File: src/hdl/msrp_pkg.sv
// Shared types, codes and the CRC-16 (Modbus) byte update for the
// Modbus sensor reply parser. No dependencies.
package msrp_pkg;

   typedef enum logic [1:0] {
      OP_BYTE    = 2'd0,
      OP_ARM_ZERO = 2'd1,
      OP_ARM_ANGLE = 2'd2,
      OP_TIMEOUT = 2'd3
   } op_type;

   typedef enum logic [2:0] {
      ST_PENDING  = 3'd0,
      ST_REJECT   = 3'd1,
      ST_ZERO_OK  = 3'd2,
      ST_ANGLE_OK = 3'd3,
      ST_NO_ANS   = 3'd4,
      ST_BAD_ANS  = 3'd5
   } status_type;

   typedef enum logic [1:0] {
      KIND_IDLE  = 2'd0,
      KIND_ZERO  = 2'd1,
      KIND_ANGLE = 2'd2
   } kind_type;

   typedef enum logic [1:0] {
      REG_DEVICE_ADDRESS = 2'd0,
      REG_FUNCTION_CODE  = 2'd1,
      REG_ABSOLUTE_CODE  = 2'd2,
      REG_RELATIVE_CODE  = 2'd3
   } reg_index_type;

   localparam logic [1:0]  MODE_UNKNOWN  = 2'd0;
   localparam logic [1:0]  MODE_ABSOLUTE = 2'd1;
   localparam logic [1:0]  MODE_RELATIVE = 2'd2;

   localparam logic [15:0] CRC_INIT      = 16'hFFFF;
   localparam logic [15:0] CRC_POLY      = 16'hA001;
   localparam logic [7:0]  ANGLE_COUNT   = 8'h04;
   localparam logic [7:0]  MODE_COUNT    = 8'h02;
   localparam logic [7:0]  MODE_DATA_HI  = 8'h00;
   localparam logic [7:0]  ABS_CRC_LO    = 8'hB8;
   localparam logic [7:0]  ABS_CRC_HI    = 8'h44;
   localparam logic [7:0]  REL_CRC_LO    = 8'h79;
   localparam logic [7:0]  REL_CRC_HI    = 8'h84;

   typedef struct packed {
      logic [7:0] device_address;
      logic [7:0] function_code;
      logic [7:0] absolute_code;
      logic [7:0] relative_code;
   } cfg_type;

   typedef struct packed {
      logic [1:0]  zero_mode;
      logic [15:0] angle_y;
      logic [15:0] angle_x;
      logic [2:0]  status;
   } rsp_item_type;

   // One byte through the reflected CRC-16, eight shift steps.
   function automatic logic [15:0] crc_feed(input logic [15:0] crc, input logic [7:0] b);
      logic [15:0] c;
      c = crc ^ {8'h00, b};
      for (int i = 0; i < 8; i++) begin
         if (c[0]) begin
            c = (c >> 1) ^ CRC_POLY;
         end else begin
            c = c >> 1;
         end
      end
      return c;
   endfunction

endpackage

File: src/hdl/msrp_csr.sv
// Configuration registers of the reply parser.
// Depends on msrp_pkg.
module msrp_csr
   import msrp_pkg::*;
(
   input  logic       clock,
   input  logic       reset,
   input  logic       csr_we,
   input  logic [1:0] csr_addr,
   input  logic [7:0] csr_wdata,
   output cfg_type    cfg
);

   cfg_type cfg_ff;

   always_ff @(posedge clock) begin
      if (reset) begin
         cfg_ff.device_address <= 8'd1;
         cfg_ff.function_code  <= 8'd3;
         cfg_ff.absolute_code  <= 8'd0;
         cfg_ff.relative_code  <= 8'd1;
      end else if (csr_we) begin
         case (reg_index_type'(csr_addr))
            REG_DEVICE_ADDRESS: cfg_ff.device_address <= csr_wdata;
            REG_FUNCTION_CODE:  cfg_ff.function_code  <= csr_wdata;
            REG_ABSOLUTE_CODE:  cfg_ff.absolute_code  <= csr_wdata;
            REG_RELATIVE_CODE:  cfg_ff.relative_code  <= csr_wdata;
            default: ;
         endcase
      end
   end

   assign cfg = cfg_ff;

endmodule

File: src/hdl/msrp_parser.sv
// Reply parser state, single-pass next-state logic: one item per accepted cycle.
// Depends on msrp_pkg.
module msrp_parser
   import msrp_pkg::*;
(
   input  logic         clock,
   input  logic         reset,
   input  logic         item_accept,
   input  logic [1:0]   item_op,
   input  logic [7:0]   item_byte,
   input  cfg_type      cfg,
   output rsp_item_type item_rsp
);

   // angle reply steps
   localparam logic [3:0] A_ADDR = 4'd0, A_FUNC = 4'd1, A_COUNT = 4'd2, A_XHI = 4'd3,
                          A_XLO = 4'd4, A_YHI = 4'd5, A_YLO = 4'd6, A_CRCLO = 4'd7,
                          A_CRCHI = 4'd8;
   // zero-mode reply steps
   localparam logic [3:0] M_ADDR = 4'd0, M_FUNC = 4'd1, M_COUNT = 4'd2, M_DHI = 4'd3,
                          M_DLO = 4'd4, M_ABS_LO = 4'd5, M_ABS_HI = 4'd6,
                          M_REL_LO = 4'd7, M_REL_HI = 4'd8;

   kind_type    kind_ff, kind_in;
   logic [3:0]  angle_step_ff, angle_step_in;
   logic [3:0]  mode_step_ff, mode_step_in;
   logic [15:0] crc_ff, crc_in;
   logic [15:0] rx_crc_ff, rx_crc_in;
   logic [15:0] part_x_ff, part_x_in;
   logic [15:0] part_y_ff, part_y_in;
   logic [15:0] held_x_ff, held_x_in;
   logic [15:0] held_y_ff, held_y_in;
   logic [1:0]  mode_ff, mode_in;
   logic        bad_ff, bad_in;
   status_type  status;

   logic [15:0] crc_fed;
   logic [15:0] crc_fresh;
   logic [15:0] rx_crc_full;

   assign crc_fed     = crc_feed(crc_ff, item_byte);
   assign crc_fresh   = crc_feed(CRC_INIT, item_byte);
   assign rx_crc_full = {item_byte, rx_crc_ff[7:0]};

   always_comb begin
      kind_in       = kind_ff;
      angle_step_in = angle_step_ff;
      mode_step_in  = mode_step_ff;
      crc_in        = crc_ff;
      rx_crc_in     = rx_crc_ff;
      part_x_in     = part_x_ff;
      part_y_in     = part_y_ff;
      held_x_in     = held_x_ff;
      held_y_in     = held_y_ff;
      mode_in       = mode_ff;
      bad_in        = bad_ff;
      status        = ST_PENDING;

      case (op_type'(item_op))
         OP_BYTE: begin
            if (kind_ff == KIND_ANGLE) begin
               case (angle_step_ff)
                  A_ADDR: begin
                     if (item_byte == cfg.device_address) begin
                        crc_in = crc_fresh;
                        angle_step_in = A_FUNC;
                     end else begin
                        status = ST_REJECT;
                     end
                  end
                  A_FUNC: begin
                     if (item_byte == cfg.function_code) begin
                        crc_in = crc_fed;
                        angle_step_in = A_COUNT;
                     end else begin
                        status = ST_REJECT;
                     end
                  end
                  A_COUNT: begin
                     if (item_byte == ANGLE_COUNT) begin
                        crc_in = crc_fed;
                        part_x_in = 16'h0000;
                        angle_step_in = A_XHI;
                     end else begin
                        status = ST_REJECT;
                     end
                  end
                  A_XHI: begin
                     part_x_in = {item_byte, 8'h00};
                     crc_in = crc_fed;
                     angle_step_in = A_XLO;
                  end
                  A_XLO: begin
                     part_x_in = {part_x_ff[15:8], item_byte};
                     crc_in = crc_fed;
                     part_y_in = 16'h0000;
                     angle_step_in = A_YHI;
                  end
                  A_YHI: begin
                     part_y_in = {item_byte, 8'h00};
                     crc_in = crc_fed;
                     angle_step_in = A_YLO;
                  end
                  A_YLO: begin
                     part_y_in = {part_y_ff[15:8], item_byte};
                     crc_in = crc_fed;
                     rx_crc_in = 16'h0000;
                     angle_step_in = A_CRCLO;
                  end
                  A_CRCLO: begin
                     rx_crc_in = {8'h00, item_byte};
                     angle_step_in = A_CRCHI;
                  end
                  A_CRCHI: begin
                     rx_crc_in = rx_crc_full;
                     angle_step_in = A_ADDR;
                     if (rx_crc_full == crc_ff) begin
                        held_x_in = part_x_ff;
                        held_y_in = part_y_ff;
                        kind_in = KIND_IDLE;
                        status = ST_ANGLE_OK;
                     end else begin
                        status = ST_REJECT;
                     end
                  end
                  default: begin
                     angle_step_in = A_ADDR;
                     status = ST_REJECT;
                  end
               endcase
            end else if (kind_ff == KIND_ZERO) begin
               case (mode_step_ff)
                  M_ADDR: begin
                     if (item_byte == cfg.device_address) begin
                        crc_in = crc_fresh;
                        mode_step_in = M_FUNC;
                     end else begin
                        status = ST_REJECT;
                     end
                  end
                  M_FUNC: begin
                     if (item_byte == cfg.function_code) begin
                        crc_in = crc_fed;
                        mode_step_in = M_COUNT;
                     end else begin
                        status = ST_REJECT;
                     end
                  end
                  M_COUNT: begin
                     if (item_byte == MODE_COUNT) begin
                        crc_in = crc_fed;
                        mode_step_in = M_DHI;
                     end else begin
                        status = ST_REJECT;
                     end
                  end
                  M_DHI: begin
                     if (item_byte == MODE_DATA_HI) begin
                        crc_in = crc_fed;
                        mode_step_in = M_DLO;
                     end else begin
                        status = ST_REJECT;
                     end
                  end
                  M_DLO: begin
                     // equal codes resolve to absolute
                     if (item_byte == cfg.absolute_code) begin
                        crc_in = crc_fed;
                        mode_step_in = M_ABS_LO;
                     end else if (item_byte == cfg.relative_code) begin
                        crc_in = crc_fed;
                        mode_step_in = M_REL_LO;
                     end else begin
                        status = ST_REJECT;
                     end
                  end
                  M_ABS_LO: begin
                     if (item_byte == ABS_CRC_LO) mode_step_in = M_ABS_HI;
                     else status = ST_REJECT;
                  end
                  M_REL_LO: begin
                     if (item_byte == REL_CRC_LO) mode_step_in = M_REL_HI;
                     else status = ST_REJECT;
                  end
                  M_ABS_HI: begin
                     if (item_byte == ABS_CRC_HI) begin
                        mode_in = MODE_ABSOLUTE;
                        mode_step_in = M_ADDR;
                        kind_in = KIND_IDLE;
                        status = ST_ZERO_OK;
                     end else begin
                        status = ST_REJECT;
                     end
                  end
                  M_REL_HI: begin
                     if (item_byte == REL_CRC_HI) begin
                        mode_in = MODE_RELATIVE;
                        mode_step_in = M_ADDR;
                        kind_in = KIND_IDLE;
                        status = ST_ZERO_OK;
                     end else begin
                        status = ST_REJECT;
                     end
                  end
                  default: begin
                     mode_step_in = M_ADDR;
                     status = ST_REJECT;
                  end
               endcase
            end
            if (status == ST_REJECT) bad_in = 1'b1;
            else if (status == ST_ANGLE_OK || status == ST_ZERO_OK) bad_in = 1'b0;
         end
         OP_ARM_ZERO:  kind_in = KIND_ZERO;
         OP_ARM_ANGLE: kind_in = KIND_ANGLE;
         OP_TIMEOUT: begin
            if (kind_ff == KIND_ZERO) mode_step_in = M_ADDR;
            else if (kind_ff == KIND_ANGLE) angle_step_in = A_ADDR;
            kind_in = KIND_IDLE;
            bad_in = 1'b0;
            status = bad_ff ? ST_BAD_ANS : ST_NO_ANS;
         end
         default: ;
      endcase
   end

   always_ff @(posedge clock) begin
      if (reset) begin
         kind_ff       <= KIND_IDLE;
         angle_step_ff <= A_ADDR;
         mode_step_ff  <= M_ADDR;
         crc_ff        <= CRC_INIT;
         rx_crc_ff     <= 16'h0000;
         part_x_ff     <= 16'h0000;
         part_y_ff     <= 16'h0000;
         held_x_ff     <= 16'h0000;
         held_y_ff     <= 16'h0000;
         mode_ff       <= MODE_UNKNOWN;
         bad_ff        <= 1'b0;
      end else if (item_accept) begin
         kind_ff       <= kind_in;
         angle_step_ff <= angle_step_in;
         mode_step_ff  <= mode_step_in;
         crc_ff        <= crc_in;
         rx_crc_ff     <= rx_crc_in;
         part_x_ff     <= part_x_in;
         part_y_ff     <= part_y_in;
         held_x_ff     <= held_x_in;
         held_y_ff     <= held_y_in;
         mode_ff       <= mode_in;
         bad_ff        <= bad_in;
      end
   end

   assign item_rsp.status    = status;
   assign item_rsp.angle_x   = held_x_in;
   assign item_rsp.angle_y   = held_y_in;
   assign item_rsp.zero_mode = mode_in;

endmodule

File: src/hdl/msrp_out_buf.sv
// Result register with a skid stage so the input side can take one more
// result while the receiver stalls. Depends on msrp_pkg.
module msrp_out_buf
   import msrp_pkg::*;
(
   input  logic         clock,
   input  logic         reset,
   input  logic         in_valid,
   input  rsp_item_type in_item,
   output logic         in_ready,
   output logic         out_valid,
   output rsp_item_type out_item,
   input  logic         out_ready
);

   logic         main_v_ff, skid_v_ff;
   rsp_item_type main_d_ff, skid_d_ff;

   assign in_ready  = !skid_v_ff;
   assign out_valid = main_v_ff;
   assign out_item  = main_d_ff;

   always_ff @(posedge clock) begin
      if (reset) begin
         main_v_ff <= 1'b0;
         skid_v_ff <= 1'b0;
      end else if (!main_v_ff || out_ready) begin
         if (skid_v_ff) begin
            main_v_ff <= 1'b1;
            skid_v_ff <= 1'b0;
         end else begin
            main_v_ff <= in_valid;
         end
      end else if (in_valid) begin
         skid_v_ff <= 1'b1;
      end
   end

   always_ff @(posedge clock) begin
      if (!main_v_ff || out_ready) begin
         main_d_ff <= skid_v_ff ? skid_d_ff : in_item;
      end else if (in_valid) begin
         skid_d_ff <= in_item;
      end
   end

endmodule

File: src/hdl/modbus_sensor_reply_parser_unit.sv
// Top level of the Modbus RTU tilt-sensor reply parser.
// Depends on msrp_pkg, msrp_csr, msrp_parser and msrp_out_buf.
//
// Usage:
//   req channel: one transaction per received UART byte or command.
//     req_tuser[1:0] is the op (byte, arm zero-mode reply, arm angle reply,
//     timeout); req_tdata[7:0] is the received byte, looked at only for a byte.
//   rsp channel: exactly one transaction per accepted request, in order,
//     carrying status, the last good X/Y angle words and the known zero mode.
//   csr port: write csr_wdata into register csr_addr (0 device address,
//     1 function code, 2 absolute code, 3 relative code) while idle.
// Result path: the result of a request is registered and appears on rsp in
//   the cycle after its acceptance when the result register is free.
// Throughput: one transaction per cycle while req_tready is high; the parse
//   step (byte compare plus an eight-step CRC-16 byte update) sits between
//   the request edge and the result register.
// Reset: synchronous; clears parser state, restores register defaults and
//   empties the result path; req_tready is high from the first reset edge on.
// Stall: when rsp_tready is low the result holds and one more result goes
//   into the skid stage; req_tready drops only while the skid stage is full.
module modbus_sensor_reply_parser_unit
   import msrp_pkg::*;
(
   input  logic        clock,
   input  logic        reset,
   input  logic        req_tvalid,
   output logic        req_tready,
   input  logic [7:0]  req_tdata,   // [7:0] rx_byte
   input  logic [1:0]  req_tuser,   // [1:0] op
   output logic        rsp_tvalid,
   input  logic        rsp_tready,
   output logic [39:0] rsp_tdata,   // [2:0] status, [18:3] angle_x, [34:19] angle_y,
                                    // [36:35] zero_mode, [39:37] zero
   input  logic        csr_we,
   input  logic [1:0]  csr_addr,
   input  logic [7:0]  csr_wdata
);

   cfg_type      cfg;
   rsp_item_type item_rsp;
   rsp_item_type out_item;
   logic         req_accept;

   // a request transaction moves on this edge
   assign req_accept = req_tvalid && req_tready;

   msrp_csr u_csr (
      .clock     (clock),
      .reset     (reset),
      .csr_we    (csr_we),
      .csr_addr  (csr_addr),
      .csr_wdata (csr_wdata),
      .cfg       (cfg)
   );

   msrp_parser u_parser (
      .clock       (clock),
      .reset       (reset),
      .item_accept (req_accept),
      .item_op     (req_tuser),
      .item_byte   (req_tdata),
      .cfg         (cfg),
      .item_rsp    (item_rsp)
   );

   // hold results here; stall only when both result slots are taken
   msrp_out_buf u_out_buf (
      .clock     (clock),
      .reset     (reset),
      .in_valid  (req_accept),
      .in_item   (item_rsp),
      .in_ready  (req_tready),
      .out_valid (rsp_tvalid),
      .out_item  (out_item),
      .out_ready (rsp_tready)
   );

   assign rsp_tdata = {3'b000, out_item.zero_mode, out_item.angle_y,
                       out_item.angle_x, out_item.status};

endmodule

File: config.mk
export PLATFORM = sky130hd
export DESIGN_NAME = modbus_sensor_reply_parser_unit
export DESIGN_NICKNAME = d
export VERILOG_FILES = /design/src/hdl/msrp_pkg.sv /design/src/hdl/msrp_csr.sv /design/src/hdl/msrp_parser.sv /design/src/hdl/msrp_out_buf.sv /design/src/hdl/modbus_sensor_reply_parser_unit.sv
export SDC_FILE = /design/constraint.sdc
export NUM_CORES = 1
export LEC_CHECK = 0
export BUFFER_PORTS_ARGS = -buffer_cell sky130_fd_sc_hd__buf_4
export CAP_MARGIN = 20
export CORE_MARGIN = 8
export CORE_UTILIZATION = 32
export DETAILED_ROUTE_END_ITERATION = 7
export PLACE_DENSITY = 0.49
export SYNTH_ARGS = -nofsm -noshare
export SYNTH_HDL_FRONTEND = slang
export SYNTH_SLANG_ARGS = --single-unit
File: constraint.sdc
create_clock -name clock -period 4.53 [get_ports clock]
set_input_delay 0.2265 -clock clock [delete_from_list [all_inputs] [get_ports clock]]
set_output_delay 0.2265 -clock clock [all_outputs]
set_load 0.01 [all_outputs]
==> metrics.csv <==
stage,metric,value,unit
outcome,outcome,finished clean,
clocking,CTS Sinks,209,
floorplan,DIE AREA,39500,µm²
timing,final period utilization,65.2,%
placed_design,Post-DP Area,11500,µm²
placed_design,pre-CTS WS,1580,ps
finish,share of cells above drive strength 1,17.2,%
clocking,Longest Clk Path Bufs,3,
setup_path,"Req. time, crit path",4810,ps
setup_path,critical path class,flop to flop,
timing,RSZ-0062 raised after global routing,no,
clocking,clock transition at the registers of the reported paths,60,ps
floorplan,Die Span Y,199,µm
timing,Peak Freq,339,MHz
routing,top sig layer,met4,
global_route,total grt overflow,0,
routing,drt first-iter violations,644,
timing,Clock Skews,13.5,ps
clocking,H-tree Lvls,1,
setup_path,Worst setup EP type,flop,
timing,setup_tns,0,ps
timing,Final min period,2950,ps
routing,vias per inst,5.19,
clocking,# Post-CTS Setup Buffers,0,
synth,Post-Syn Instances,1105,
routing,post-route DRC violation count,0,
placed_design,IO Port Bufs,63,
clocking,CTS buffer count,24,
floorplan,Initial Util,32.2,%
routing,WL met3,1570,µm
routing,DRT Pass-1 Iters,5,
finish,Area growth syn-to-layout,15.8,%
synth,"Avg Cell Area, Syn",9.67,µm²
synth,number of synthesized flops with an enable pin,74,
floorplan,Die Span X,199,µm
placed_design,DP Cell Count,1557,
routing,met2 wire len,13400,µm
setup_path,CP startpoint kind,flop,
synth,Mapped Area,10700,µm²
synth,synth unique cells,85,
synth,"FFs w/ async S/R, synth",0,%
global_route,largest net degree at the start of global routing,89,
setup_path,crit path DAT,3230,ps
synth,Synth area leaders,"dfxtp_1 (25%), edfxtp_1 (21%), mux2_2 (5.5%)",
timing,Worst slew margin,34.2,%
synth,Synth Warn #,0,
power_and_ir_drop,Pwr Density,346,nW/µm²
power_and_ir_drop,peak supply drop,0.000265,V
floorplan,Core Box Area,33200,µm²
floorplan,I/O Pins,67,
finish,Non-Filler Instances,1611,
global_route,global-route wire length before repair,47700,µm
global_route,gr usage total,15.1,%
synth,register area share after synthesis,46.1,%
synth,"count leader, synth",nand2_1,
synth,Synth Register Bits,209,
synth,area share of the largest cell type after synthesis,25.3,%
routing,met1 WL,14300,µm
synth,cell taking the most area after synthesis,dfxtp_1,
global_route,vias in the first global route,8238,
timing,Slew Limit Fails,0,
routing,Routed Antenna Nets,0,
global_route,antenna violations before repair,0,
floorplan,# rows,67,
finish,ANT cells,0,
worst_hold_path,Hold Path Class,input port to flop,
clocking,worst skew pair latency,530,ps
timing,final setup fails,0,
timing,worst slew pin tran,987,ps
clocking,CTS tree,done,
synth,main flop type after synthesis,dfxtp_1,
placed_design,DP Wirelength,20200,µm
power_and_ir_drop,leakage power,4.51,nW
timing,Final Hold Viols,0,
routing,Routed WL per cell,18.6,µm
clocking,root buffer cell,clkbuf_16,
timing,final worst slack,1580,ps
routing,DR vias,8359,
finish,FILL cells,3391,
placed_design,gpl congestion,0.865,
finish,"Design Area, Final",12400,µm²
setup_path,worst-path fanout max,22,
routing,final WL,29900,µm
finish,fin nets,1187,
run,max-cap violation count,0,
synth,Post-synth top cells,"nand2_1 (147), dfxtp_1 (135), a21oi_1 (115), nor2_1 (93), edfxtp_1 (74)",
[state kept, by name (all words and copies together), names as in the netlist]
name                    flops
u_out_buf.out_item         37
u_out_buf.skid_d_ff        37
u_csr.cfg                  32
u_parser.crc_ff            16
u_parser.held_x_ff         16
u_parser.held_y_ff         16
u_parser.part_x_ff         16
u_parser.part_y_ff         16
u_parser.rx_crc_ff          8
u_parser.angle_step_ff      4
u_parser.mode_step_ff       4
u_parser.kind_ff            2
u_parser.mode_ff            2
u_out_buf.out_valid         1
u_out_buf.skid_v_ff         1
u_parser.bad_ff             1
[area by class of cell]
class	instances	area, µm²	share of cell area, %
Multi-Input combinational cell	795	5320	43.0
Sequential cell	209	4920	39.8
Timing Repair Buffer	91	718	5.80
Clock buffer	35	672	5.43
Tap cell	448	561	4.53
Inverter	24	90.1	0.728
Clock inverter	9	87.6	0.708
[path summary, 6_finish.rpt]
check / endpoint / start / slack (ps) / cells after the start
min reg2reg: u_parser.held_y_ff[11] / u_parser.held_y_ff[11] / 450 / 2
max: u_out_buf.out_item[30] / u_parser.angle_step_ff[3] / 1580 / 6
min: u_parser.mode_ff[1] / reset / 130 / 2
max reg2reg: u_out_buf.out_item[30] / u_parser.angle_step_ff[3] / 1580 / 6
[through the flow]
step	util (%)	total power, W	hold slack (ps)
after floorplan	-	0.00230	350
after global placement	34.7	0.00243	434
after detailed placement	34.7	0.00243	442
after CTS	37.3	0.00433	101
after global routing	37.3	0.00445	124
final	37.3	0.00428	128
[where the power goes]
group	leakage [nW]	switching, W	internal (W)
clock network	0.362	0.000788	0.00109
registers	1.88	0.0000218	0.00197
logic	2.27	0.000248	0.000156
total	4.51	0.00106	0.00322
[cell families (layout without fill, tap and decap cells)]
group	after synthesis	after routing	share of synthesized area, %
buffers and inverters	103	159	4.27
AOI/OAI and AO/OA	249	249	15.0
other	1	3	0.0351
adders and majority gates	17	17	1.99
and+or+nand+nor	349	349	15.2
muxes	101	101	10.3
DFF	209	209	46.1
xor gates and xnor gates	76	76	7.12
[what timing repair did]
action,4_1_cts,5_1_grt
gates resized for setup,0,0
hold buffers,9,0
setup endpoints to repair,0,0
hold endpoints to repair,28,0
[metal layers]
metal / track usage, % / vias up
met5: 0 / -
met4: 4.50 / 0
met3: 2.47 / 39
met2: 23.3 / 244
met1: 21.2 / 4027
li1: - / 4049
[worst max-delay path: stages, from the launching register on]
cell and delay, ps:
dfxtp_1 590, nand4_1 230, nor4b_2 470, nand3_2 440
buf_12 320, mux2_1 360, mux2_2 270
[layout by cell type, fill, tap and decap left out, types with 14 or more instances in the layout]
cell type	netlist	routed
a21oi_1	115	115
buf_4	5	80
clkbuf_16	0	24
dfxtp_1	135	135
edfxtp_1	74	74
ha_1	17	17
inv_1	23	23
mux2_1	19	19
mux2_2	52	52
mux2i_1	30	30
nand2_1	147	147
nand3_1	22	22
nand4_1	19	19
nor2_1	93	91
o211ai_1	14	14
o21ai_0	18	18
xnor2_1	51	51
xor2_1	15	15
Note: power is estimated with default switching activity, not from simulation.
